**src/block_buffer_cache_assert.svh**
```systemverilog
// Assertion macros for the block buffer cache RTL.
// Included by the modules that carry assertions; expects clk and rst_n in scope.
`ifndef BLOCK_BUFFER_CACHE_ASSERT_SVH
`define BLOCK_BUFFER_CACHE_ASSERT_SVH
`ifndef SYNTH
`define BBC_ASSERT_IMP(label, ante, cons) \
  label: assert property (@(posedge clk) disable iff (!rst_n) (ante) |-> (cons)) \
    else $error("bbc: same-cycle check failed");
`define BBC_ASSERT_NXT(label, ante, cons) \
  label: assert property (@(posedge clk) disable iff (!rst_n) (ante) |=> (cons)) \
    else $error("bbc: next-cycle check failed");
`else
`define BBC_ASSERT_IMP(label, ante, cons)
`define BBC_ASSERT_NXT(label, ante, cons)
`endif
`endif

```
**src/bbc_pkg.sv**
```systemverilog
// Shared types and constants for the block buffer cache.
// No dependencies; imported by the cell, the sequencer, the top level and the testbench.
package bbc_pkg;

  localparam int ENTRY_W = 4;
  localparam logic [7:0] CNT_MAX = 8'hFF;

  typedef enum logic [1:0] {
    OP_GET     = 2'd0,
    OP_RELEASE = 2'd1,
    OP_FLAGS   = 2'd2
  } bbc_op_t;

  typedef enum logic [2:0] {
    ST_HIT       = 3'd0,
    ST_ALLOC     = 3'd1,
    ST_NONE_FREE = 3'd2,
    ST_RELEASED  = 3'd3,
    ST_REL_FREE  = 3'd4,
    ST_FLAGS     = 3'd5
  } bbc_status_t;

  typedef enum logic [2:0] {
    S_IDLE,
    S_SCAN,
    S_DECIDE,
    S_COMMIT,
    S_DONE
  } bbc_state_t;

  // Contents of one cache entry as it travels round the ring
  typedef struct packed {
    logic [15:0] dev;
    logic [31:0] blk;
    logic [7:0]  cnt;
    logic        dirty;
    logic        upd;
  } bbc_ent_t;

  typedef struct packed {
    logic load;
    logic use_wrap;
  } bbc_cell_ctl_t;

  // shift: rotate the ring one place; partial: keep the tail, close the ring at the last-but-one
  typedef struct packed {
    logic shift;
    logic partial;
  } bbc_ring_ctl_t;

endpackage

```
**src/bbc_if.sv**
```systemverilog
// Request and response channel interfaces for the block buffer cache.
// Plain valid/ready channels; no package dependency.
interface bbc_req_if;
  logic        valid;
  logic        ready;
  logic [1:0]  op;
  logic [15:0] device;
  logic [31:0] block_number;
  logic [3:0]  entry;
  logic        set_uptodate;
  logic        set_dirty;

  modport source (output valid, op, device, block_number, entry, set_uptodate, set_dirty,
                  input ready);
  modport sink (input valid, op, device, block_number, entry, set_uptodate, set_dirty,
                output ready);
endinterface

interface bbc_rsp_if;
  logic       valid;
  logic       ready;
  logic [2:0] status;
  logic [3:0] entry_out;
  logic       uptodate_out;
  logic       dirty_out;
  logic [7:0] count_out;

  modport source (output valid, status, entry_out, uptodate_out, dirty_out, count_out,
                  input ready);
  modport sink (input valid, status, entry_out, uptodate_out, dirty_out, count_out,
                output ready);
endinterface

```
**src/block_buffer_cache.sv**
```systemverilog
// Top level of the block buffer cache: a ring of entry cells and its sequencer.
// Depends on bbc_pkg, bbc_if, bbc_cell and bbc_ctrl.
//
//   channel   direction  handshake       payload
//   in_req    sink       valid / ready   op, device, block_number, entry, set_uptodate, set_dirty
//   out_rsp   source     valid / ready   status, entry_out, uptodate_out, dirty_out, count_out
//
// One request at a time. The ring rotates once past its head cell to search it; hit,
// release, flag write and none-free then pass S_DECIDE and S_DONE to the response register;
// an allocation rotates the ring a second time in S_COMMIT to retag the victim and move it
// to the tail before S_DONE. in_req.ready is high only when idle.
// Synchronous reset restores free order 0 .. NUM_ENTRIES-1 with all entries cleared.
// A stalled response holds in its register; the next request may be taken meanwhile.
module block_buffer_cache #(
  parameter int NUM_ENTRIES = 16
) (
  input  logic      clk,
  input  logic      rst_n,
  bbc_req_if.sink   in_req,
  bbc_rsp_if.source out_rsp
);
  import bbc_pkg::*;

  localparam int IDW = $clog2(NUM_ENTRIES);

  bbc_ent_t      cell_ent [NUM_ENTRIES];
  logic [IDW-1:0] cell_id [NUM_ENTRIES];
  bbc_ent_t      wrap_ent;
  bbc_ring_ctl_t ring_ctl;

  for (genvar g = 0; g < NUM_ENTRIES; g++) begin : g_cell
    bbc_cell_ctl_t ctl;
    bbc_ent_t      nb_ent;
    logic [IDW-1:0] nb_id;

    if (g == NUM_ENTRIES - 1) begin : g_tail
      assign ctl.load     = ring_ctl.shift && !ring_ctl.partial;
      assign ctl.use_wrap = 1'b1;
      assign nb_ent       = wrap_ent;
      assign nb_id        = cell_id[0];
    end else if (g == NUM_ENTRIES - 2) begin : g_last_but_one
      assign ctl.load     = ring_ctl.shift;
      assign ctl.use_wrap = ring_ctl.partial;
      assign nb_ent       = cell_ent[g+1];
      assign nb_id        = cell_id[g+1];
    end else begin : g_body
      assign ctl.load     = ring_ctl.shift;
      assign ctl.use_wrap = 1'b0;
      assign nb_ent       = cell_ent[g+1];
      assign nb_id        = cell_id[g+1];
    end

    bbc_cell #(
      .IDW      (IDW),
      .RESET_ID (g)
    ) u_cell (
      .clk      (clk),
      .rst_n    (rst_n),
      .ctl      (ctl),
      .nb_ent   (nb_ent),
      .nb_id    (nb_id),
      .wrap_ent (wrap_ent),
      .wrap_id  (cell_id[0]),
      .ent      (cell_ent[g]),
      .id       (cell_id[g])
    );
  end

  bbc_ctrl #(
    .NUM_ENTRIES (NUM_ENTRIES)
  ) u_ctrl (
    .clk      (clk),
    .rst_n    (rst_n),
    .in_req   (in_req),
    .out_rsp  (out_rsp),
    .head_ent (cell_ent[0]),
    .head_id  (cell_id[0]),
    .wrap_ent (wrap_ent),
    .ring_ctl (ring_ctl)
  );

endmodule

```
**src/bbc_cell.sv**
```systemverilog
// One ring cell: holds a cache entry and its index, loads from its neighbour or the wrap path.
// Depends on bbc_pkg.
module bbc_cell #(
  parameter int IDW      = 4,
  parameter int RESET_ID = 0
) (
  input  logic                   clk,
  input  logic                   rst_n,
  input  bbc_pkg::bbc_cell_ctl_t ctl,
  input  bbc_pkg::bbc_ent_t      nb_ent,
  input  logic [IDW-1:0]         nb_id,
  input  bbc_pkg::bbc_ent_t      wrap_ent,
  input  logic [IDW-1:0]         wrap_id,
  output bbc_pkg::bbc_ent_t      ent,
  output logic [IDW-1:0]         id
);
  import bbc_pkg::*;

  bbc_ent_t       ent_r, ent_nxt;
  logic [IDW-1:0] id_r, id_nxt;

  always_comb begin
    ent_nxt = ent_r;
    id_nxt  = id_r;
    if (ctl.load) begin
      ent_nxt = ctl.use_wrap ? wrap_ent : nb_ent;
      id_nxt  = ctl.use_wrap ? wrap_id : nb_id;
    end
  end

  always_ff @(posedge clk) begin
    if (!rst_n) begin
      ent_r <= '0;
      id_r  <= IDW'(RESET_ID);
    end else begin
      ent_r <= ent_nxt;
      id_r  <= id_nxt;
    end
  end

  assign ent = ent_r;
  assign id  = id_r;

endmodule

```
**src/bbc_ctrl.sv**
```systemverilog
// Sequencer for the block buffer cache: request capture, head-of-ring evaluation,
// victim tracking and the response register. Depends on bbc_pkg, bbc_if and the assert header.
`include "block_buffer_cache_assert.svh"

module bbc_ctrl #(
  parameter int NUM_ENTRIES = 16
) (
  input  logic                            clk,
  input  logic                            rst_n,
  bbc_req_if.sink                         in_req,
  bbc_rsp_if.source                       out_rsp,
  input  bbc_pkg::bbc_ent_t               head_ent,
  input  logic [$clog2(NUM_ENTRIES)-1:0]  head_id,
  output bbc_pkg::bbc_ent_t               wrap_ent,
  output bbc_pkg::bbc_ring_ctl_t          ring_ctl
);
  import bbc_pkg::*;

  localparam int IDW = $clog2(NUM_ENTRIES);
  localparam int CW  = (IDW > ENTRY_W) ? IDW : ENTRY_W;
  localparam logic [IDW-1:0] LAST = IDW'(NUM_ENTRIES - 1);

  bbc_state_t        state_r, state_nxt;
  logic [IDW-1:0]    step_r, step_nxt;
  bbc_op_t           op_r, op_nxt;
  logic [15:0]       dev_r, dev_nxt;
  logic [31:0]       blk_r, blk_nxt;
  logic [3:0]        ent_r, ent_nxt;
  logic              su_r, su_nxt;
  logic              sd_r, sd_nxt;
  logic              hit_r, hit_nxt;
  logic              vfound_r, vfound_nxt;
  logic [IDW-1:0]    vpos_r, vpos_nxt;
  logic [32:0]       vbad_r, vbad_nxt;
  bbc_status_t       res_st_r, res_st_nxt;
  logic [3:0]        res_ent_r, res_ent_nxt;
  logic              res_upd_r, res_upd_nxt;
  logic              res_dirty_r, res_dirty_nxt;
  logic [7:0]        res_cnt_r, res_cnt_nxt;
  logic              out_valid_r, out_valid_nxt;
  bbc_status_t       out_st_r, out_st_nxt;
  logic [3:0]        out_ent_r, out_ent_nxt;
  logic              out_upd_r, out_upd_nxt;
  logic              out_dirty_r, out_dirty_nxt;
  logic [7:0]        out_cnt_r, out_cnt_nxt;

  logic        known_op;
  logic        key_hit;
  logic        key_sel;
  logic        better;
  logic [32:0] head_bad;
  logic [3:0]  head_id4;

  assign known_op = (in_req.op == OP_GET) || (in_req.op == OP_RELEASE) ||
                    (in_req.op == OP_FLAGS);
  assign key_hit  = (op_r == OP_GET) && (dev_r != 16'd0) && !hit_r &&
                    (head_ent.dev == dev_r) && (head_ent.blk == blk_r);
  assign key_sel  = (op_r != OP_GET) && (CW'(head_id) == CW'(ent_r));
  assign head_bad = {1'b0, head_ent.blk} + 33'({head_ent.dirty, 1'b0});
  // strict compare keeps the first entry in free order among equals
  assign better   = (op_r == OP_GET) && (head_ent.cnt == 8'd0) &&
                    (!vfound_r || (head_bad < vbad_r));
  assign head_id4 = ENTRY_W'(CW'(head_id));

  always_comb begin
    state_nxt     = state_r;
    step_nxt      = step_r;
    op_nxt        = op_r;
    dev_nxt       = dev_r;
    blk_nxt       = blk_r;
    ent_nxt       = ent_r;
    su_nxt        = su_r;
    sd_nxt        = sd_r;
    hit_nxt       = hit_r;
    vfound_nxt    = vfound_r;
    vpos_nxt      = vpos_r;
    vbad_nxt      = vbad_r;
    res_st_nxt    = res_st_r;
    res_ent_nxt   = res_ent_r;
    res_upd_nxt   = res_upd_r;
    res_dirty_nxt = res_dirty_r;
    res_cnt_nxt   = res_cnt_r;
    out_valid_nxt = out_valid_r;
    out_st_nxt    = out_st_r;
    out_ent_nxt   = out_ent_r;
    out_upd_nxt   = out_upd_r;
    out_dirty_nxt = out_dirty_r;
    out_cnt_nxt   = out_cnt_r;
    wrap_ent      = head_ent;
    ring_ctl      = '0;
    in_req.ready  = (state_r == S_IDLE);

    if (out_valid_r && out_rsp.ready) begin
      out_valid_nxt = 1'b0;
    end

    case (state_r)
      S_IDLE: begin
        // unused op code: take the request and drop it
        if (in_req.valid && known_op) begin
          op_nxt        = bbc_op_t'(in_req.op);
          dev_nxt       = in_req.device;
          blk_nxt       = in_req.block_number;
          ent_nxt       = in_req.entry;
          su_nxt        = in_req.set_uptodate;
          sd_nxt        = in_req.set_dirty;
          step_nxt      = '0;
          hit_nxt       = 1'b0;
          vfound_nxt    = 1'b0;
          vbad_nxt      = '0;
          res_upd_nxt   = 1'b0;
          res_dirty_nxt = 1'b0;
          res_cnt_nxt   = 8'd0;
          case (in_req.op)
            OP_GET: begin
              res_st_nxt  = ST_NONE_FREE;
              res_ent_nxt = 4'd0;
            end
            OP_RELEASE: begin
              res_st_nxt  = ST_REL_FREE;
              res_ent_nxt = in_req.entry;
            end
            default: begin
              res_st_nxt  = ST_FLAGS;
              res_ent_nxt = in_req.entry;
            end
          endcase
          state_nxt = S_SCAN;
        end
      end

      S_SCAN: begin
        ring_ctl.shift = 1'b1;
        if (key_hit) begin
          wrap_ent.cnt = (head_ent.cnt == CNT_MAX) ? CNT_MAX : head_ent.cnt + 8'd1;
          hit_nxt      = 1'b1;
          res_st_nxt   = ST_HIT;
        end
        if (key_sel && (op_r == OP_RELEASE)) begin
          if (head_ent.cnt != 8'd0) begin
            wrap_ent.cnt = head_ent.cnt - 8'd1;
            res_st_nxt   = ST_RELEASED;
          end else begin
            res_st_nxt   = ST_REL_FREE;
          end
        end
        if (key_sel && (op_r == OP_FLAGS)) begin
          wrap_ent.upd   = su_r;
          wrap_ent.dirty = sd_r;
          res_st_nxt     = ST_FLAGS;
        end
        if (key_hit || key_sel) begin
          res_ent_nxt   = head_id4;
          res_upd_nxt   = wrap_ent.upd;
          res_dirty_nxt = wrap_ent.dirty;
          res_cnt_nxt   = wrap_ent.cnt;
        end
        if (better) begin
          vfound_nxt = 1'b1;
          vpos_nxt   = step_r;
          vbad_nxt   = head_bad;
        end
        if (step_r == LAST) begin
          step_nxt  = '0;
          state_nxt = S_DECIDE;
        end else begin
          step_nxt  = step_r + IDW'(1);
        end
      end

      S_DECIDE: begin
        if ((op_r == OP_GET) && !hit_r && vfound_r) begin
          state_nxt = S_COMMIT;
        end else begin
          state_nxt = S_DONE;
        end
      end

      S_COMMIT: begin
        // past the victim the tail holds it and the rest of the ring closes one short
        ring_ctl.shift   = 1'b1;
        ring_ctl.partial = (step_r > vpos_r);
        if (step_r == vpos_r) begin
          wrap_ent.dev   = dev_r;
          wrap_ent.blk   = blk_r;
          wrap_ent.cnt   = 8'd1;
          wrap_ent.dirty = 1'b0;
          wrap_ent.upd   = 1'b0;
          res_st_nxt     = ST_ALLOC;
          res_ent_nxt    = head_id4;
          res_upd_nxt    = 1'b0;
          res_dirty_nxt  = 1'b0;
          res_cnt_nxt    = 8'd1;
        end
        if (step_r == LAST) begin
          step_nxt  = '0;
          state_nxt = S_DONE;
        end else begin
          step_nxt  = step_r + IDW'(1);
        end
      end

      S_DONE: begin
        // hold the result until the response register is free
        if (!out_valid_r || out_rsp.ready) begin
          out_valid_nxt = 1'b1;
          out_st_nxt    = res_st_r;
          out_ent_nxt   = res_ent_r;
          out_upd_nxt   = res_upd_r;
          out_dirty_nxt = res_dirty_r;
          out_cnt_nxt   = res_cnt_r;
          state_nxt     = S_IDLE;
        end
      end

      default: begin
        state_nxt = S_IDLE;
      end
    endcase
  end

  always_ff @(posedge clk) begin
    if (!rst_n) begin
      state_r     <= S_IDLE;
      step_r      <= '0;
      hit_r       <= 1'b0;
      vfound_r    <= 1'b0;
      out_valid_r <= 1'b0;
    end else begin
      state_r     <= state_nxt;
      step_r      <= step_nxt;
      hit_r       <= hit_nxt;
      vfound_r    <= vfound_nxt;
      out_valid_r <= out_valid_nxt;
    end
  end

  always_ff @(posedge clk) begin
    op_r        <= op_nxt;
    dev_r       <= dev_nxt;
    blk_r       <= blk_nxt;
    ent_r       <= ent_nxt;
    su_r        <= su_nxt;
    sd_r        <= sd_nxt;
    vpos_r      <= vpos_nxt;
    vbad_r      <= vbad_nxt;
    res_st_r    <= res_st_nxt;
    res_ent_r   <= res_ent_nxt;
    res_upd_r   <= res_upd_nxt;
    res_dirty_r <= res_dirty_nxt;
    res_cnt_r   <= res_cnt_nxt;
    out_st_r    <= out_st_nxt;
    out_ent_r   <= out_ent_nxt;
    out_upd_r   <= out_upd_nxt;
    out_dirty_r <= out_dirty_nxt;
    out_cnt_r   <= out_cnt_nxt;
  end

  assign out_rsp.valid        = out_valid_r;
  assign out_rsp.status       = out_st_r;
  assign out_rsp.entry_out    = out_ent_r;
  assign out_rsp.uptodate_out = out_upd_r;
  assign out_rsp.dirty_out    = out_dirty_r;
  assign out_rsp.count_out    = out_cnt_r;

  `BBC_ASSERT_IMP(a_commit_needs_victim, state_r == S_COMMIT, (op_r == OP_GET) && !hit_r && vfound_r)
  `BBC_ASSERT_IMP(a_hit_has_device, hit_r, dev_r != 16'd0)
  `BBC_ASSERT_NXT(a_scan_ends, (state_r == S_SCAN) && (step_r == LAST), state_r == S_DECIDE)
  `BBC_ASSERT_NXT(a_done_loads, (state_r == S_DONE) && (!out_valid_r || out_rsp.ready), out_valid_r && (state_r == S_IDLE))

endmodule

```
**src/flat_wrapper.sv**
```systemverilog
// flat-port wrapper written by rule: the top's interface ports become plain ports
module block_buffer_cache_flat import bbc_pkg::*;
#(
  parameter int NUM_ENTRIES = 16
)
  (clk, rst_n, in_req_valid, in_req_op, in_req_device, in_req_block_number, in_req_entry, in_req_set_uptodate, in_req_set_dirty, in_req_ready, out_rsp_valid, out_rsp_status, out_rsp_entry_out, out_rsp_uptodate_out, out_rsp_dirty_out, out_rsp_count_out, out_rsp_ready);
  bbc_req_if in_req_i ();
  bbc_rsp_if out_rsp_i ();
  input  logic clk;
  input  logic rst_n;
  input wire logic [$bits(in_req_i.valid)-1:0] in_req_valid;
  input wire logic [$bits(in_req_i.op)-1:0] in_req_op;
  input wire logic [$bits(in_req_i.device)-1:0] in_req_device;
  input wire logic [$bits(in_req_i.block_number)-1:0] in_req_block_number;
  input wire logic [$bits(in_req_i.entry)-1:0] in_req_entry;
  input wire logic [$bits(in_req_i.set_uptodate)-1:0] in_req_set_uptodate;
  input wire logic [$bits(in_req_i.set_dirty)-1:0] in_req_set_dirty;
  output wire logic [$bits(in_req_i.ready)-1:0] in_req_ready;
  output wire logic [$bits(out_rsp_i.valid)-1:0] out_rsp_valid;
  output wire logic [$bits(out_rsp_i.status)-1:0] out_rsp_status;
  output wire logic [$bits(out_rsp_i.entry_out)-1:0] out_rsp_entry_out;
  output wire logic [$bits(out_rsp_i.uptodate_out)-1:0] out_rsp_uptodate_out;
  output wire logic [$bits(out_rsp_i.dirty_out)-1:0] out_rsp_dirty_out;
  output wire logic [$bits(out_rsp_i.count_out)-1:0] out_rsp_count_out;
  input wire logic [$bits(out_rsp_i.ready)-1:0] out_rsp_ready;
  assign in_req_i.valid = in_req_valid;
  assign in_req_i.op = in_req_op;
  assign in_req_i.device = in_req_device;
  assign in_req_i.block_number = in_req_block_number;
  assign in_req_i.entry = in_req_entry;
  assign in_req_i.set_uptodate = in_req_set_uptodate;
  assign in_req_i.set_dirty = in_req_set_dirty;
  assign in_req_ready = in_req_i.ready;
  assign out_rsp_valid = out_rsp_i.valid;
  assign out_rsp_status = out_rsp_i.status;
  assign out_rsp_entry_out = out_rsp_i.entry_out;
  assign out_rsp_uptodate_out = out_rsp_i.uptodate_out;
  assign out_rsp_dirty_out = out_rsp_i.dirty_out;
  assign out_rsp_count_out = out_rsp_i.count_out;
  assign out_rsp_i.ready = out_rsp_ready;
  block_buffer_cache #(.NUM_ENTRIES(NUM_ENTRIES)) u_core (.clk(clk), .rst_n(rst_n), .in_req(in_req_i), .out_rsp(out_rsp_i));
endmodule
```
**config.mk**
```make
export PLATFORM = sky130hd
export DESIGN_NAME = block_buffer_cache_flat
export DESIGN_NICKNAME = d
export VERILOG_FILES = /design/src/bbc_pkg.sv /design/src/bbc_if.sv /design/src/block_buffer_cache.sv /design/src/bbc_cell.sv /design/src/bbc_ctrl.sv /design/src/flat_wrapper.sv
export VERILOG_INCLUDE_DIRS = /design/src /design/src/src
export SDC_FILE = /design/constraint.sdc
export NUM_CORES = 2
export LEC_CHECK = 0
export BUFFER_PORTS_ARGS = -buffer_cell sky130_fd_sc_hd__buf_2
export CAP_MARGIN = 20
export CORE_MARGIN = 2
export CORE_UTILIZATION = 45
export CTS_CLUSTER_SIZE = 25
export DETAILED_ROUTE_END_ITERATION = 8
export REMOVE_ABC_BUFFERS = 1
export SLEW_MARGIN = 20
export SYNTH_ARGS = -nofsm -noshare
export SYNTH_HDL_FRONTEND = slang
export SYNTH_SLANG_ARGS = --single-unit
```
**constraint.sdc**
```tcl
create_clock -name clk -period 9.6 [get_ports clk]
set_clock_uncertainty 0.1 [all_clocks]
set_input_delay 1.92 -clock clk [delete_from_list [all_inputs] [get_ports clk]]
set_output_delay 1.92 -clock clk [all_outputs]
set_load 0.02 [all_outputs]
```
==> flow_summary_export.csv <==
group,metric,value,unit
worst_setup_path,worstSetupPathType,"reg2reg",
sta,setup_viol,0,
sta,max_freq,196,MHz
clocking,clk_pin_slew,0.06,ns
clocking,htreeDepth,3,
cells_and_area,diodes,0,
clocking,cts.path.max_buffers,3,
floorplanning,fp.coreArea,93200,um^2
synth,synth-async-reset-ratio,0,%
clocking,cts_tree,"built",
worst_setup_path,cpMostUsedCell,"ha_1",
power_and_ir_drop,p_seq_share,50.1,%
synth,synth-edff-count,127,
synth,ys_seq_area_share,56.5,%
routing,drt_iter0_drc,2677,
routing,drt_pre_antenna_iters,5,
sta,post-route-period-util,53.1,%
floorplanning,dieArea,96300,um^2
min_path,hold_end,"u_core.u_ctrl.out_rsp.uptodate_out",
flow_run,max_cap_violations,0,
synth,synth_area,42200,um^2
worst_setup_path,end_kind,"register",
synth,postSynthAreaPerCell,8.35,um^2
outcome,status,"complete, no violations",
worst_setup_path,worst_ep_required_time,9.86,ns
clocking,cts_buffers,116,
min_path,min_from,"u_core.u_ctrl.res_upd_r",
power_and_ir_drop,sw_frac_of_total,23.0,%
routing,drt-total-wl,88.7,mm
floorplanning,start_util,45.3,%
placement,port_buffers,78,
placement,place.gp.congestion,0.824,
routing,drc_errors,0,
worst_setup_path,cpLargestDelayFamily,"simple AND/OR/NAND/NOR gates",
synth,ys_ff_latch,1129,
cells_and_area,final_layout_size_suffix_gt1_share,6.12,%
worst_setup_path,crit_path_top_delay_cell,"nor4_1",
power_and_ir_drop,p_int,7.54,mW
sta,layout_min_cycle_time,5.10,ns
worst_setup_path,reg2reg_from,"u_core.g_cell[0].u_cell.ent[1]",
worst_setup_path,reg2reg_to,"u_core.u_ctrl.vbad_r[16]",
floorplanning,io-pin-count,79,
worst_setup_path,reg2reg_depth,15,
global_routing,grt_pass1_wl,145,mm
worst_setup_path,cp_num_buf_inv,1,
global_routing,grt_usage,18.1,%
floorplanning,die_h,310,um
clocking,ctsHoldBuffers,0,
placement,dp_hpwl,49.6,mm
sta,tns,0,ns
global_routing,grt_max_degree,232,
worst_setup_path,r2r_slack,4.50,ns
routing,vias_per_cell,5.10,
routing,via_count,31900,
routing,wl_per_cell,14.2,um
floorplanning,die_x,310,um
sta,hold_viol_final,0,
synth,yosys_warnings,0,
synth,syn_inst,5055,
synth,synthFlopType,"dfxtp_1",
clocking,cts_root_buf,"clkbuf_16",
power_and_ir_drop,power.leakage,15.5,nW
clocking,clock_latency,0.68,ns
floorplanning,num_rows,112,
clocking,cts_post_setup_buffers_inserted,0,
power_and_ir_drop,comb_power_share,4.8,%
min_path,hold_depth,0,
power_and_ir_drop,pwr-share-clk,45.0,%
worst_setup_path,start_kind,"register",
synth,synth.top_cells.by_area,"dfxtp_1 48%, nand2_1 17%, a21oi_1 11%",
cells_and_area,syn_to_final_growth,11.1,%
min_path,hold_path.class,"reg2reg",
routing,ant_nets,0,
cells_and_area,nets,5003,
power_and_ir_drop,ir_worst_vdd,0.173,mV
sta,relSlewSlack,22.6,%
cells_and_area,post-route-util,50.3,%
worst_setup_path,cp_data_arrival_time,5.36,ns
worst_setup_path,path_cells,"ha_1 > ha_1 > nand3_1 > nor2_1 > nand4_1 > nor4_1 > nand3_1 > xnor2_1 > ha_1 > a21o_1 > a21o_1 > a2111oi_0 > o21ai_0 > nand2_1 > buf_4",
power_and_ir_drop,switchingPower,2.26,mW
synth,yosys.area.top_type,"dfxtp_1",
sta,rsz0062_at_grt,"false",
power_and_ir_drop,pwr_density_cell,209,nW/um^2
synth,ys_types,66,
sta,worst_slew_pin_slew,1.15,ns
clocking,cts_resized,0,
synth,synth_top_area_share,47.5,%
worst_setup_path,worstPathMaxFanout,19,
clocking,clkSinkCount,1129,
worst_setup_path,crit_path_max_incr_delay,0.59,ns
global_routing,grt-ovfl-total,0,
global_routing,grt_pass1_vias,28600,
sta,finalMaxSlewViolations,0,
global_routing,antenna_found_initial,3,
how the worst max path moves through the flow:
stage | startpoint | cells past startpoint | slack [ns] | end
after global routing | u_core.g_cell[0].u_cell.ent[1] | 15 | 4.17 | u_core.u_ctrl.vbad_r[16]
after detailed placement | u_core.g_cell[0].u_cell.ent[1] | 15 | 4.51 | u_core.u_ctrl.vbad_r[19]
after global placement | u_core.g_cell[0].u_cell.ent[1] | 15 | 4.66 | u_core.u_ctrl.vbad_r[14]
after CTS | u_core.g_cell[0].u_cell.ent[1] | 15 | 4.49 | u_core.u_ctrl.vbad_r[16]
after floorplan | u_core.u_ctrl.state_r[2] | 2 | -31.95 | u_core.u_ctrl.res_cnt_r[0]
final | u_core.g_cell[0].u_cell.ent[1] | 15 | 4.50 | u_core.u_ctrl.vbad_r[16]
sequential cells by signal, summed over array words and instances (netlist names), 8 cells and up:
signal                           cells
u_core.g_cell.u_cell.ent           928
u_core.g_cell.u_cell.id             64
u_core.u_ctrl.blk_r                 32
u_core.u_ctrl.dev_r                 16
u_core.u_ctrl.out_rsp.count_out      8
u_core.u_ctrl.res_cnt_r              8
u_core.u_ctrl.vbad_r                33
metal layers:
metal | up-vias | global-route usage, % | part of all wire [%]
li1 | 16400 | - | -
met1 | 14900 | 25.6 | 49
met2 | 449 | 28.6 | 45
met3 | 135 | 2.97 | 3.7
met4 | 6 | 5.02 | 2.3
met5 | - | 0 | 0.046
per-stage QoR:
step                hold WS [ns]  setup slack (ns)  power [mW]  area, um^2  instances
floorplan                  0.300            -31.95        5.38       40700       4676
detailed placement         0.305              4.51        5.49       43100       6037
finish                     0.314              4.50        9.79       46900       6255
global placement           0.301              4.66        5.49       43100       6037
global route               0.324              4.17        10.2       46900       6255
CTS                        0.313              4.49        9.93       46900       6254
cell families after synthesis:
kind of cell	Yosys count	synth area share, %
AOI/OAI and AO/OA	1125	14.5
and+or+nand+nor	2191	20.6
xor gates and xnor gates	85	1.80
adders and majority gates	41	1.22
muxes	60	1.43
buffers and inverters	424	3.90
DFF	1129	56.5
power by group through the flow:
stage	clock network, mW	logic [mW]	registers [mW]
2_1_floorplan	0	0.381	5.00
3_3_place_gp	0	0.478	5.01
3_5_place_dp	0	0.478	5.01
4_1_cts	4.54	0.480	4.91
5_1_grt	4.74	0.531	4.92
6_report	4.41	0.474	4.91
placed cells by master (no fill, tap or decap), types with 6 or more instances in the layout:
| cell | n |
|---|---|
| clkinv_2 | 19 |
| xnor2_1 | 65 |
| mux2i_1 | 59 |
| clkbuf_1 | 34 |
| edfxtp_1 | 127 |
| inv_1 | 43 |
| and2_1 | 35 |
| nor2b_1 | 8 |
| nand2b_1 | 6 |
| nor4_1 | 8 |
| and3_1 | 14 |
| nand3_1 | 48 |
| o31ai_1 | 8 |
| o21a_1 | 7 |
| o211ai_1 | 50 |
| a21o_1 | 18 |
| clkbuf_16 | 119 |
| a211oi_1 | 56 |
| xor2_1 | 18 |
| buf_4 | 21 |
| nand4_1 | 28 |
| a21oi_1 | 926 |
| ha_1 | 41 |
| nor2_1 | 110 |
| buf_12 | 8 |
| and4_1 | 10 |
| clkbuf_8 | 32 |
| nand2_1 | 1881 |
| o21ai_0 | 21 |
| dfxtp_1 | 1002 |
| buf_2 | 78 |
| nor3_1 | 20 |
area by class of cell:
| type | instances | area, um^2 |
|---|---|---|
| inverter | 45 | 176 |
| clock buffer | 186 | 3550 |
| fill | 8911 | 46300 |
| timing repair buffer | 108 | 736 |
| multi-input combinational | 3502 | 16700 |
| sequential | 1129 | 23900 |
| tap | 1254 | 1570 |
| clock inverter | 31 | 259 |
synthesized netlist by cell type, drive strengths merged, types with 4 or more instances:
master,count
nand2,1881
dfxtp,1002
a21oi,926
clkbuf,358
edfxtp,127
nor2,113
xnor2,67
mux2i,59
a211oi,57
o211ai,50
nand3,48
inv,45
ha,41
and2,35
nand4,29
o21ai,22
buf,21
nor3,20
a21o,18
xor2,18
and3,15
and4,10
nor2b,9
nor4,9
o31ai,8
nand2b,7
o21a,7
a31oi,5
or3,5
a22o,4
No activity file was read; power rests on OpenSTA's default activity.
